File: src/sv/fifo_and_richest_first_queue_assert.svh
// Assertion macros for the waiting-table block.
// Depends on: nothing. The using module must have i_clk and i_rst_n.
`ifndef FIFO_AND_RICHEST_FIRST_QUEUE_ASSERT_SVH
`define FIFO_AND_RICHEST_FIRST_QUEUE_ASSERT_SVH

// Same-cycle implication, checked on every rising clock edge outside reset
`define FRQ_ASSERT_IMP(lbl, ante, cons, msg) \
    lbl: assert property (@(posedge i_clk) disable iff (!i_rst_n) (ante) |-> (cons)) \
        else $error(msg);

// Next-cycle implication
`define FRQ_ASSERT_NXT(lbl, ante, cons, msg) \
    lbl: assert property (@(posedge i_clk) disable iff (!i_rst_n) (ante) |=> (cons)) \
        else $error(msg);

`endif

File: src/sv/frq_pkg.sv
// Shared types, constants and helpers for the waiting-table block.
// Depends on: nothing.
package frq_pkg;

    // Table size and sequence-number width
    localparam int CAPACITY    = 256;
    localparam int NUMBER_BITS = 32;
    localparam int IDX_W       = $clog2(CAPACITY);
    localparam int CNT_W       = $clog2(CAPACITY + 1);
    localparam int AMT_W       = 24;
    localparam int OUT_W       = 32;

    // Request codes
    localparam logic [1:0] REQ_ARRIVE  = 2'd0;
    localparam logic [1:0] REQ_OLDEST  = 2'd1;
    localparam logic [1:0] REQ_RICHEST = 2'd2;

    // Status codes
    localparam logic [1:0] ST_STORED  = 2'd0;
    localparam logic [1:0] ST_SERVED  = 2'd1;
    localparam logic [1:0] ST_EMPTY   = 2'd2;
    localparam logic [1:0] ST_REFUSED = 2'd3;

    typedef logic [IDX_W-1:0]       t_idx;
    typedef logic [CNT_W-1:0]       t_cnt;
    typedef logic [NUMBER_BITS-1:0] t_num;
    typedef logic [AMT_W-1:0]       t_amt;

    typedef struct packed {
        logic [1:0] req_type;
        t_amt       amount;
    } t_in_item;

    typedef struct packed {
        logic [1:0]       status;
        logic [OUT_W-1:0] served_number;
    } t_out_item;

    // One table slot as held in the RAM
    typedef struct packed {
        t_amt amount;
        t_num number;
    } t_entry;

    // Scan control from the sequencer to the best-candidate tracker
    typedef struct packed {
        logic clear;
        logic live;
        logic richest;
        logic cand_vld;
        t_idx cand_idx;
    } t_scan_ctl;

    // Result of a scan
    typedef struct packed {
        logic found;
        t_idx slot;
        t_num number;
    } t_best;

    // Next slot, going round the table
    function automatic t_idx next_slot(input t_idx s);
        return (s == IDX_W'(CAPACITY - 1)) ? '0 : s + IDX_W'(1);
    endfunction

endpackage

File: src/sv/frq_best.sv
// Best-candidate tracker: keeps the oldest or richest valid slot seen in a scan.
// Depends on: frq_pkg.
module frq_best import frq_pkg::*; (
    input  logic      i_clk,
    input  logic      i_rst_n,
    input  t_scan_ctl i_ctl,
    input  t_entry    i_cand,
    output t_best     o_best
);

    logic r_found;
    t_idx r_slot;
    t_amt r_amount;
    t_num r_number;
    logic n_take;
    logic n_better;

    // Ordering: richest first with oldest on a tie, or oldest only
    always_comb begin
        if (i_ctl.richest) begin
            n_better = (i_cand.amount > r_amount) ||
                       ((i_cand.amount == r_amount) && (i_cand.number < r_number));
        end else begin
            n_better = i_cand.number < r_number;
        end
        n_take = i_ctl.live && i_ctl.cand_vld && (!r_found || n_better);
    end

    // found flag is control; the rest is payload
    always_ff @(posedge i_clk) begin
        if (!i_rst_n) begin
            r_found <= 1'b0;
        end else if (i_ctl.clear) begin
            r_found <= 1'b0;
        end else if (n_take) begin
            r_found <= 1'b1;
        end
    end

    always_ff @(posedge i_clk) begin
        if (n_take) begin
            r_slot   <= i_ctl.cand_idx;
            r_amount <= i_cand.amount;
            r_number <= i_cand.number;
        end
    end

    assign o_best = '{found: r_found, slot: r_slot, number: r_number};

endmodule

File: config.mk
export PLATFORM = sky130hd
export DESIGN_NAME = frq_best
export DESIGN_NICKNAME = d
export VERILOG_FILES = /design/src/sv/fifo_and_richest_first_queue_assert.svh /design/src/sv/frq_pkg.sv /design/src/sv/frq_best.sv
export SDC_FILE = /design/constraint.sdc
export NUM_CORES = 1
export LEC_CHECK = 0
export BUFFER_PORTS_ARGS = -buffer_cell sky130_fd_sc_hd__buf_2
export CORE_AREA = 8 8 93 86
export CTS_CLUSTER_DIAMETER = 120
export DETAILED_ROUTE_END_ITERATION = 10
export DIE_AREA = 0 0 101 94
export PLACE_DENSITY = 0.84
export SETUP_SLACK_MARGIN = 0.1
export SLEW_MARGIN = 20
export SYNTH_ARGS = -nofsm -noshare
export SYNTH_HDL_FRONTEND = slang
export SYNTH_SLANG_ARGS = --single-unit
File: constraint.sdc
create_clock -name i_clk -period 12.7 [get_ports i_clk]
set_input_delay 3.175 -clock i_clk [delete_from_list [all_inputs] [get_ports i_clk]]
set_output_delay 3.175 -clock i_clk [all_outputs]
set_load 0.03 [all_outputs]
== Yosys cells after proc, flatten, opt, wreduce, memory -nomap -nowiden ==
Index checks and enable logic that the tools add are counted.
Storage, ports and cells
  flip-flop bits (word level): 65
  input bits: 70
  output and inout bits: 41
Cells by class
  order comparisons: 2
  equality and inequality tests: 1
  muxes and demuxes: 1
  bitwise logic cells: 1
  reductions and logical operators: 7
Operators with widths (number)
  less-than comparator 32 bit: 1
  equality test 24 bit: 1
  greater-than comparator 24 bit: 1
  logical AND 1 bit: 3
  logical OR 1 bit: 2
  OR reduction 2 bit: 1
  logical NOT 1 bit: 1
  2-to-1 mux 1 bit: 1
  inverter 1 bit: 1

== Logic depth before layout (Yosys ltp) ==
  depth after elaboration: 6
  mapped depth: 8
  depth with buffers taken out: 8

== Worst setup path after synthesis ==
No wires, ideal clock.
  path kind: in2reg
  start point: input i_cand[46] in the netlist's numbering
  end point: register r_amount[0], enable pin
  setup time: 0.509 ns
  arrival: 7.560 ns
  setup slack: 4.632 ns
  stages on the path: 7
  buffers on the path: 0
  cell sequence: ha_1 nand4_2 nor4_4 a21boi_2 a2111oi_4 o221ai_2 o22ai_1
On the way
  cells in the longest elaborated chain, start to end: 6
  elaborated cells between the ends (all ways): 7
  classes of those cells: 1 x order compare; 1 x eq/ne; 1 x mux; 4 x reduce/logical
Ends and longest elaborated chain
  start, declared: RTL line frq_best.sv:7  | input t_entry i_cand,
  branches (longest 2 deep; another with greater-than comparator 24 bit)
  logical OR 1 bit *: RTL line frq_best.sv:21  | n_better = (i_cand.amount > r_amount) ||
  2-to-1 mux 1 bit *: RTL line frq_best.sv:20  | if (i_ctl.richest) begin
  logical OR 1 bit *: RTL line frq_best.sv:26  | n_take = i_ctl.live && i_ctl.cand_vld && (!r_found || n_better);
  logical AND 1 bit *: RTL line frq_best.sv:26
  net n_take: RTL line frq_best.sv:15  | logic n_take;
  end signal, assigned: RTL line frq_best.sv:43  | r_amount <= i_cand.amount;
  end, declared: RTL line frq_best.sv:13  | t_amt r_amount;
Mark *: on every way through the listed nets, which the timed path passes.
A chain may end at the register's enable or synchronous reset.

== Final worst setup path ==
  start point: input i_cand[47] in the netlist's numbering
  end point: register r_number[24], enable pin
On the way
  cells in the longest elaborated chain, start to end: 6
  elaborated cells between the ends (all ways): 7
  classes of those cells: 1 x order compare; 1 x eq/ne; 1 x mux; 4 x reduce/logical
Ends and longest elaborated chain
  branches (longest 2 deep; another with greater-than comparator 24 bit)
  logical OR 1 bit *: RTL line frq_best.sv:21
  2-to-1 mux 1 bit *: RTL line frq_best.sv:20
  logical OR 1 bit *: RTL line frq_best.sv:26
  logical AND 1 bit *: RTL line frq_best.sv:26
  net n_take: RTL line frq_best.sv:15
  end signal, assigned: RTL line frq_best.sv:44  | r_number <= i_cand.number;
  end, declared: RTL line frq_best.sv:14  | t_num r_number;
Marked as above.

==> reports/results.txt <==
number of post-CTS setup repair buffers -> 0
hold crit path type -> reg2reg
area of the multi-input gates -> 1260 um^2
wire length per cell -> 15.6 um
Post-Place Setup Slack -> 6.32 ns
Relative slew margins -> 0.385
Synth cell types -> 34
share of cells above drive strength 1 -> 0.349
initial antenna violation count -> 0
commonest non-fill, non-tap cell in the layout -> buf_2
Worst setup SP type -> input pin
Layout area overhead -> 25.3%
Worst Setup Path Type -> in2reg
Reg2Reg Setup Slack -> 9.28 ns
placed cell count -> 461
DRT antenna net count -> 0
Post-synth EDFFs -> 64
Leakage -> 2.07 nW
TritonRoute pass-1 iters -> 4
worst endpoint data arrival time -> 5.96 ns
Power Density -> 119 nW/um^2
Min Hold Slack -> 0.564 ns
Reg area -> 1940 um^2
final setup vio count -> 0
filler cell count -> 531
Starting Density -> 0.529
setup TNS -> 0 ns
worst-skew pair later-pin latency -> 0.33 ns
Worst EP required -> 12.67 ns
# nets final -> 507
Top FF cell, synth -> edfxtp_1
hpwl dp -> 6070 um
die width -> 101 um
Via density -> 5.16
vias in the first global route -> 2645
clk root buf -> clkbuf_8
Mapped Nets -> 386
total gr overflow -> 0
Fmax achieved -> 0.167 GHz
setup ws final -> 6.71 ns
transition time of the tightest slew-check pin -> 0.922 ns
Remaining DRCs -> 0
TritonCTS Buffers -> 9
die height -> 94 um
H-Tree Depth -> 3
CORE AREA -> 6450 um^2
Slew Limit Fails -> 0
peak fanout along the critical path -> 38
GP Congestion -> 0.779
post-synth design cell area -> 3410 um^2
Synth async-reset ratio -> 0
RSZ-0062 raised after global routing -> no
commonest non-fill, non-tap cells in the layout -> buf_2, edfxtp_1, inv_1
Hold Buf Count CTS -> 0
I/O Buffers -> 110
post-CTS resize count -> 0
# Max-Cap Violations -> 0
boundary pin count -> 111
clock buffer depth -> 2
Total Power -> 510 uW
num rows -> 28
status -> finished clean
diodes inserted -> 0
die area -> 9490 um^2
Critical Path End Type -> register
Hold Fails Final Rpt -> 0
CTS Sinks -> 65
Reg clk slew, reported paths -> 0.07 ns
pin count of the biggest net entering global routing -> 39
post-synthesis sequential area ratio -> 0.569
Yosys reg bits -> 65
via count -> 2461
Layout Skew -> 0.00961 ns
Starting DRT DRC Count -> 90
Post-Route WL -> 7450 um
Warnings, synthesis -> 0
syn avg cell area -> 13.1 um^2
first-pass GRT wire length -> 12100 um
Peak supply drop -> 0.0679 mV
Mapped Cells -> 261
Total GRT Usage -> 0.161
CTS tree -> yes
non-filler cells in the finished layout -> 477
min cycle time layout -> 5.99 ns
period utilization -> 0.472
==> worst paths after layout <==
check | depth (start not counted) | startpoint | endpoint
max | 9 | i_cand[47] | r_number[24]$_DFFE_PP_
min | 2 | r_found$_SDFFE_PP0P_ | r_found$_SDFFE_PP0P_
max reg2reg | 9 | r_amount[11]$_DFFE_PP_ | r_number[24]$_DFFE_PP_
min reg2reg | 2 | r_found$_SDFFE_PP0P_ | r_found$_SDFFE_PP0P_
==> cells in the mapped netlist, types with 2 or more instances <==
master | count | area, um^2
o21ai_0 | 3 | 15.0
ha_1 | 55 | 688
a21oi_1 | 19 | 95.1
a21o_2 | 2 | 17.5
a211oi_1 | 3 | 22.5
inv_1 | 58 | 218
nand3_1 | 6 | 30.0
nor2_1 | 4 | 15.0
nand4_2 | 2 | 25.0
edfxtp_1 | 64 | 1920
nand2_1 | 8 | 30.0
nand4_1 | 8 | 50.1
a21o_1 | 8 | 60.1
==> cell type report <==
type	instances	share of cell area
Clock buffer	9	0.0290
Clock inverter	7	0.0143
Inverter	58	0.0509
Multi-Input combinational cell	137	0.294
Sequential cell	65	0.454
Tap cell	90	0.0263
Timing Repair Buffer	111	0.131
==> layer usage <==
layer,part of all wire,GRT usage,up-vias
li1,-,-,1198
met1,0.44,0.194,1166
met5,0,0,-
met3,0.082,0.0511,11
met2,0.47,0.264,86
met4,0.017,0.0644,0
==> sequential cells by signal (all words and copies together) (netlist names) <==
register and flops:
r_amount 24, r_slot 8, r_number 32, r_found 1
==> cell families after synthesis <==
kind of cell / after synthesis / share of synthesized area
flip-flops: 65 / 0.569
buffers and inverters: 59 / 0.0660
adder cells (fa/ha/maj): 55 / 0.202
AO/OA/AOI/OAI: 48 / 0.100
AND/OR/NAND/NOR: 34 / 0.0627
==> worst max-delay path: stages <==
cell,delay (ns)
buf_2,0.11
ha_1,0.32
nand4_2,0.17
nor4_4,0.34
a21boi_2,0.14
a2111oi_4,0.22
o221ai_2,0.17
o22ai_4,0.72
buf_4,0.57
==> power by group <==
| group | leakage (nW) | switching (mW) | internal, mW |
|---|---|---|---|
| Combinational | 1.37 | 0.0541 | 0.0324 |
| Sequential | 0.613 | 0.00474 | 0.252 |
| Clock | 0.0877 | 0.0786 | 0.0882 |
==> stage by stage <==
stage | instance area [um^2] | utilization
2_1_floorplan | 3410 | -
3_5_place_dp | 4090 | 0.634
4_1_cts | 4270 | 0.663
5_1_grt | 4270 | 0.663
3_3_place_gp | 4090 | 0.634
6_report | 4270 | 0.663
No activity file was read; power rests on OpenSTA's default activity.
