`src/sv/fifo_and_richest_first_queue_assert.svh`:
```
// Assertion macros for the waiting-table block.
// Depends on: nothing. The using module must have i_clk and i_rst_n.
`ifndef FIFO_AND_RICHEST_FIRST_QUEUE_ASSERT_SVH
`define FIFO_AND_RICHEST_FIRST_QUEUE_ASSERT_SVH

// Same-cycle implication, checked on every rising clock edge outside reset
`define FRQ_ASSERT_IMP(lbl, ante, cons, msg) \
    lbl: assert property (@(posedge i_clk) disable iff (!i_rst_n) (ante) |-> (cons)) \
        else $error(msg);

// Next-cycle implication
`define FRQ_ASSERT_NXT(lbl, ante, cons, msg) \
    lbl: assert property (@(posedge i_clk) disable iff (!i_rst_n) (ante) |=> (cons)) \
        else $error(msg);

`endif

```
`src/sv/frq_ram.sv`:
```
// Generic single-write, single-read RAM with registered read data.
// Depends on: nothing.
module frq_ram #(
    parameter int WIDTH = 8,
    parameter int DEPTH = 16
) (
    input  logic                     i_clk,
    input  logic                     i_we,
    input  logic [$clog2(DEPTH)-1:0] i_waddr,
    input  logic [WIDTH-1:0]         i_wdata,
    input  logic [$clog2(DEPTH)-1:0] i_raddr,
    output logic [WIDTH-1:0]         o_rdata
);

    logic [WIDTH-1:0] r_mem [DEPTH];
    logic [WIDTH-1:0] r_rdata;

    // Write port and registered read port
    always_ff @(posedge i_clk) begin
        if (i_we) begin
            r_mem[i_waddr] <= i_wdata;
        end
        r_rdata <= r_mem[i_raddr];
    end

    assign o_rdata = r_rdata;

endmodule

```
`config.mk`:
```
export PLATFORM = sky130hd
export DESIGN_NAME = frq_ram
export DESIGN_NICKNAME = d
export VERILOG_FILES = /design/src/sv/fifo_and_richest_first_queue_assert.svh /design/src/sv/frq_ram.sv
export SDC_FILE = /design/constraint.sdc
export NUM_CORES = 1
export LEC_CHECK = 0
export ABC_AREA = 1
export BUFFER_PORTS_ARGS = -buffer_cell sky130_fd_sc_hd__buf_2
export CAP_MARGIN = 5
export CORE_ASPECT_RATIO = 0.8
export CORE_UTILIZATION = 35
export CTS_CLUSTER_DIAMETER = 60
export DETAILED_ROUTE_END_ITERATION = 10
export GPL_TIMING_DRIVEN = 0
export SKIP_CTS_REPAIR_TIMING = 1
export SLEW_MARGIN = 20
export SYNTH_ARGS = -nofsm -noshare
export SYNTH_HDL_FRONTEND = slang
export SYNTH_SLANG_ARGS = --single-unit
export TNS_END_PERCENT = 1
```
`constraint.sdc`:
```
create_clock -name i_clk -period 2.7 [get_ports i_clk]
set_input_delay 0.54 -clock i_clk [delete_from_list [all_inputs] [get_ports i_clk]]
set_output_delay 0.54 -clock i_clk [all_outputs]
set_load 0.02 [all_outputs]
```
# Word level (Yosys, flattened, before mapping)
# Memory sizes are Yosys's and may differ from the RTL's. A register that Yosys moved wholly into a read port is not among the register bits.
# Index checks and enable logic that the tools add are counted.
[classes]
mux = 2
[ops]
columns = ["op", "count"]
rows = [
  ["$mux W1", 2],
]
[totals]
register_bits = 0
mem_bits_rw = 128
inputBits = 18
out_inout_bits = 8
memories = 1
elab_cells = 3
[mem_list]
columns = ["name", "depth", "width", "rd", "rd_ports_with_merged_regs", "wr", "line_no", "source"]
rows = [
  ["r_mem", 16, 8, 1, 1, 1, "frq_ram.sv:15", "logic [WIDTH-1:0] r_mem [DEPTH];"],
]

# Depth between registers and ports, before layout
# Gate-level depths: netlist of the first run.
[depth]
word_depth = 2
mapped_depth = 8
depth_no_buf = 7

# Worst setup path before layout of the first run
# Ideal clock, no wire load.
[synth_timing]
path_type = "input-to-reg"
startpoint = "input port i_waddr[2]"
endpoint = "memory r_mem[10][0], enable pin"
arrival_time_ps = 1121
cell_stages = 2
n_path_buf = 0
path_slack_ps = 1209
required_ps = 2330
cell_sequence = "nand3b_1 nor2_1"
[synth_rtl]
columns = ["item", "line_no", "source"]
rows = [
  ["from (decl)", "frq_ram.sv:9", "input logic [$clog2(DEPTH)-1:0] i_waddr,"],
  ["to (decl)", "frq_ram.sv:15", ""],
]
# No word-level cell before the write port.

# Worst setup path in the final report of the first run
[layout_timing]
startpoint = "input port i_waddr[2]"
endpoint = "memory r_mem[9][4], enable pin"
# No word-level cell before the write port.

==> results.yml, run 1 <==
sta:
  fmax_ghz: 0.571
  setup_tns_ns: 0
  finalCriticalPeriod_ns: 1.75
  setup_viol: 0
  clock_skew_ns: 0.00575
  maxSlewHeadroom: 0.227
  hold_viol_final: 0
  timing.final.crit_share: 0.649
  setup_ws_ns: 0.947
  tightestPinTransition_ns: 1.15
  rsz0062_at_grt: "false"
  slew_violations: 0
power_and_ir_drop:
  combPwrFrac: 0.070
  powerDensity_nw_per_um2: 704
  power.leakage_nw: 2.85
  p_sw_mw: 1.06
  power_mw: 4.66
  p_seq_frac: 0.509
  switching_share: 0.228
  ir_drop_mv: 0.414
  internal-power_mw: 3.60
  clock_power_share: 0.421
floorplanning:
  core_um2: 16000
  fp.dieH_um: 117
  io_pins: 26
  die-area_um2: 17000
  fp.dieW_um: 146
  rows: 41
  start_util: 0.361
placed_design:
  post-dp-hpwl_um: 9630
  post-place-ws_ns: 0.534
  gp_congestion: 0.857
  place_inst: 788
  io_buffers: 22
grt:
  gr-usage-all-layers: 0.184
  grt_max_degree: 17
  antenna_found_initial: 0
  grt_pass1_vias: 3810
  grt_overflow: 0
  grt_pass1_wl_um: 22100
synth:
  syn_area_per_cell_um2: 10.5
  synth_top_area_share: 0.667
  synth_seq_area_share: 0.694
  syn-cell-area_um2: 5770
  netlist_instances: 551
  synth_compound_area_frac: 0
  synthTopCellsByArea: "edfxtp_1 67%, nand2_1 11%, nand3_1 8.4%"
  yosys_warnings: 0
  syn-num-nets: 569
  muxShareOfSynthArea: 0
  synth_cell_types: 12
  synth_area_leader_cell: "edfxtp_1"
  synth_fa_ha_area_frac: 0
  synthSimpleGateAreaFrac: 0.210
  ys_ff_latch: 136
  synth_top_family_by_area: "simple AND/OR/NAND/NOR gates"
  yosys.area_share.xor_xnor: 0
critical_path:
  cp_data_arrival_time_ns: 1.79
  reg2regPathDepth: 6
  cp-start-kind: "input pin"
  crit_required_ns: 2.73
  reg2reg_from: "r_mem[10][5]$_DFFE_PP_"
  ff2ff_setup_slack_ns: 1.64
  worst-setup-path-type: "in -> reg"
  crit_fanout: 8
  worstSetupStartpoint: "i_waddr[2]"
  crit_path_end_kind: "flip-flop"
  r2r_end: "o_rdata[5]$_DFF_P_"
route:
  wl_per_cell_um: 17.9
  drc: 0
  vias: 3914
  drt-pass1-iter-count: 5
  antenna_left: 0
  viasPerCell: 4.78
  drt_wl_total_um: 14700
  drt_iter0_markers: 587
outcome:
  outcome: "completed"
final_layout:
  stdcell_count: 818
  layout-drive-gt1-share: 0.116
  fill_cells: 1512
  layout.nets: 610
  multiInputGateArea_um2: 1220
  syn_to_final_growth_pct: 14.9
  diodes: 0
  final_cell_mix: "173 x nand2_1, 128 x edfxtp_1, 100 x inv_1, 97 x nand3_1, 35 x buf_2"
  final_common_cell: "nand2_1"
  seqCellArea_um2: 4000
hold_path:
  min-delay-start: "i_wdata[2]"
  hp-class: "in -> reg"
  hold-path-endpoint: "r_mem[10][2]$_DFFE_PP_"
  holdPathStages: 1
clock_network:
  cts_tree: "yes"
  clk_pin_slew_worst_paths_ns: 0.05
  cts_made_buffers: 17
  clk_latency_ns: 0.42
  cts_sinks: 136
  cts_root_buf: "clkbuf_16"
  cts-htree-levels: 4
  cts_buffer_depth: 2
run:
  drv_cap: 0
cells in the mapped netlist:
cell type / count
nand2_1: 173
nor2_1: 17
edfxtp_1: 128
buf_1: 1
buf_2: 13
inv_2: 2
buf_4: 4
dfxtp_1: 8
nand3_1: 97
buf_6: 6
inv_1: 100
nand3b_1: 2
state kept, by name, summed over array words and instances, names as in the netlist:
register,cells
o_rdata,8
r_mem,128
power groups by stage:
| stage | Sequential, mW | Combinational [mW] | Clock [mW] |
|---|---|---|---|
| after floorplan | 2.43 | 0.167 | 0 |
| after CTS | 2.37 | 0.325 | 1.98 |
| after global placement | 2.41 | 0.318 | 0 |
| after detailed placement | 2.42 | 0.323 | 0 |
| final | 2.37 | 0.328 | 1.96 |
| after global routing | 2.38 | 0.359 | 2.05 |
worst max-delay path: stages:
cell,delay [ns]
buf_2,0.12
nand3b_1,0.22
nor2_1,0.90
stage by stage:
step | utilization | hold WS [ns] | area, um2
2_1_floorplan | - | 0.607 | 5770
3_3_place_gp | 0.385 | 0.690 | 6150
3_5_place_dp | 0.385 | 0.681 | 6150
4_1_cts | 0.415 | 0.527 | 6630
5_1_grt | 0.415 | 0.538 | 6630
6_report | 0.415 | 0.531 | 6630
how the worst max path moves through the flow:
stage                                  end  slack [ns]  cells after the start
detailed placement   r_mem[4][5]$_DFFE_PP_        0.53                      3
CTS                  r_mem[4][5]$_DFFE_PP_        0.97                      3
global route         r_mem[9][2]$_DFFE_PP_        0.89                      3
global placement     r_mem[5][6]$_DFFE_PP_        0.63                      3
finish               r_mem[9][4]$_DFFE_PP_        0.95                      3
floorplan           r_mem[10][0]$_DFFE_PP_        1.21                      2
kinds of logic (layout without fill, tap and decap cells):
logic type | Yosys count | in the layout
and+or+nand+nor | 289 | 289
buffers and inverters | 126 | 178
DFF | 136 | 136
final cells by class:
cell class                      instances  area share
Sequential cell                       136       0.604
Multi-Input combinational cell        289       0.183
Clock buffer                           24      0.0681
Inverter                              102      0.0578
Tap cell                              215      0.0406
Buffer                                 24      0.0251
Timing Repair Buffer                   22      0.0166
Clock inverter                          6     0.00434
routing by layer:
metal | GRT usage | share of wire | vias up
met5 | 0 | 0 | -
met4 | 0.0835 | 0.025 | 0
met3 | 0.0547 | 0.093 | 25
met2 | 0.276 | 0.43 | 176
met1 | 0.250 | 0.46 | 1857
li1 | - | - | 1856
(Power assumes the default switching activity.)
==> inputs of run 2 (changes only) <==
- ABC_AREA: 1 -> 0
- clock period: 2.7 -> 1.4 ns (I/O delays scaled with it)
==> run 2 against run 1 <==
Effect of this change:
- cell area down 8.2%
- die area down 11%
- total power up 93%
- via count down 39%
- flip-flop and latch count unchanged
- sequential share of layout area up 5.4 points
- largest cell class unchanged
==> results.yml, run 2 <==
clock_network:
  clk_latency_ns: 0.41
  cts_buffer_depth: 2
  cts_tree: "yes"
  clk_pin_slew_worst_paths_ns: 0.06
  cts_root_buf: "clkbuf_16"
  cts_made_buffers: 17
  cts_sinks: 136
  cts-htree-levels: 4
floorplanning:
  io_pins: 26
  core_um2: 14300
  start_util: 0.360
  die-area_um2: 15200
  rows: 39
  fp.dieH_um: 110
  fp.dieW_um: 138
final_layout:
  top_register: "r_mem"
  final_cell_mix: "128 x edfxtp_1, 27 x buf_2, 20 x mux4_2, 17 x clkbuf_16, 12 x mux4_1"
  fin_util: 0.426
  syn_to_final_growth_pct: 18.3
  layout-drive-gt1-share: 0.332
  design_area_um2: 6090
  layout.nets: 291
  largest_register_ffs: 128
  final_common_cell: "edfxtp_1"
  diodes: 0
synth:
  yosys_warnings: 0
  synth_seq_area_share: 0.778
  yosys_most_used_dff: "edfxtp_1"
  muxShareOfSynthArea: 0.150
  syn_area_per_cell_um2: 22.5
  ys_async_sr_fraction: 0
  netlist_instances: 229
  synth_compound_area_frac: 0.0233
  ys_ff_latch: 136
  syn-cell-area_um2: 5150
  synth_area_leader_cell: "edfxtp_1"
  syn-num-nets: 247
  yosys.area_share.xor_xnor: 0
  synth_top_family_by_area: "multiplexers"
  synth_top_area_share: 0.747
  synth_cell_types: 19
  synth_fa_ha_area_frac: 0
  synth_edf_count: 128
  synth_common_cells: "128 x edfxtp_1, 18 x mux4_2, 16 x a22oi_1"
  synth.most_common_cell: "edfxtp_1"
  synthTopCellsByArea: "edfxtp_1 75%, mux4_2 7.9%, mux4_1 7.1%"
  synthSimpleGateAreaFrac: 0.0318
grt:
  grt_overflow: 0
  grt_pass1_vias: 2464
  grt_pass1_wl_um: 15500
  antenna_found_initial: 0
  gr-usage-all-layers: 0.149
  grt_max_degree: 17
critical_path:
  crit_required_ns: 1.43
  critical-path-slowest-cell: "nor2_1"
  cp_data_arrival_time_ns: 1.39
  crit_chain: "buf_2 -> nand2b_1 -> nor2_1"
  worst-setup-path-type: "in -> reg"
  critPathMaxStageDelay_ns: 0.71
  crit_fanout: 8
  crit_path_end_kind: "flip-flop"
  reg2regPathDepth: 3
  cp-start-kind: "input pin"
  ff2ff_setup_slack_ns: 0.05
outcome:
  outcome: "completed"
placed_design:
  post-place-ws_ns: -0.740
  post-dp-hpwl_um: 6590
  io_buffers: 24
  dpl_cell_area_um2: 5530
  gp_congestion: 0.714
route:
  vias: 2393
  drc: 0
  drt_wl_total_um: 10400
  drt_iter0_markers: 182
  antenna_left: 0
  viasPerCell: 5.09
  wl_per_cell_um: 22.1
  drt-pass1-iter-count: 4
sta:
  setup_ws_ns: 0.0319
  clock_skew_ns: 0.0122
  hold_viol_final: 0
  timing.final.crit_share: 0.977
  fmax_ghz: 0.731
  setup_viol: 0
  setup_tns_ns: 0
  tightestPinTransition_ns: 0.898
  slew_violations: 0
  finalCriticalPeriod_ns: 1.37
  maxSlewHeadroom: 0.399
  rsz0062_at_grt: "true"
power_and_ir_drop:
  power_mw: 8.98
  power.leakage_nw: 1.99
  powerDensity_nw_per_um2: 1480
  ir_drop_mv: 1.06
run:
  drv_cap: 0
hold_path:
  holdPathStages: 1
  hp-class: "in -> reg"
run 2: changes by cell type after synthesis, sizes merged, moves of 2 or more:
cell           before  now
a22oi               0   16
buf                24    7
clkdlybuf4s25       0    3
inv               102    0
mux4                0   32
nand2             173    9
nand2b              0    2
nand3              97    1
nor2               17   13
nor3                0    4
run 2: final timing paths:
check | startpoint | to
setup / recovery | i_waddr[0] | r_mem[6][3]$_DFFE_PP_
hold / removal | i_wdata[5] | r_mem[15][5]$_DFFE_PP_
setup reg to reg | r_mem[8][4]$_DFFE_PP_ | o_rdata[4]$_DFF_P_
hold reg to reg | r_mem[15][6]$_DFFE_PP_ | o_rdata[6]$_DFF_P_
run 2: cells by family after synthesis:
kind of cell	count (synthesis)
AO/OA/AOI/OAI	16
buffers and inverters	10
AND/OR/NAND/NOR	35
flip-flops	136
multiplexers	32
run 2: where the power goes:
group | total [mW] | switching, mW | leakage (nW) | internal [mW]
sequential | 4.57 | 0.0207 | 1.22 | 4.55
clock | 3.92 | 1.55 | 0.249 | 2.37
combinational | 0.483 | 0.294 | 0.521 | 0.189
total | 8.98 | 1.86 | 1.99 | 7.12
run 2: layout make-up:
| cell class | instances | area (um2) |
|---|---|---|
| plain buffers | 10 | 86.3 |
| clock buffers | 18 | 429 |
| clock inverters | 14 | 90.1 |
| fillers | 1235 | 8210 |
| multi-input cells | 83 | 1120 |
| flip-flops and latches | 136 | 4000 |
| well taps | 184 | 230 |
| repair buffers | 25 | 128 |
run 2: worst max-delay path: cells and delay by family:
| family | cells | cell delay [ns] |
|---|---|---|
| simple gates | 2 | 0.95 |
| buf+inv | 1 | 0.16 |
run 2: through the flow:
stage	instances	hold WS [ns]
final	470	0.252
after global routing	470	0.256
after detailed placement	438	0.669
after global placement	437	0.657
after floorplan	229	0.379
after CTS	470	0.244
run 2: per-layer routing:
layer | track usage | routed length (um) | vias to the layer above
li1 | - | - | 1061
met1 | 0.224 | 4910 | 1244
met2 | 0.206 | 4760 | 83
met3 | 0.0441 | 683 | 5
met4 | 0.0469 | 34 | 0
met5 | 0 | 0 | -
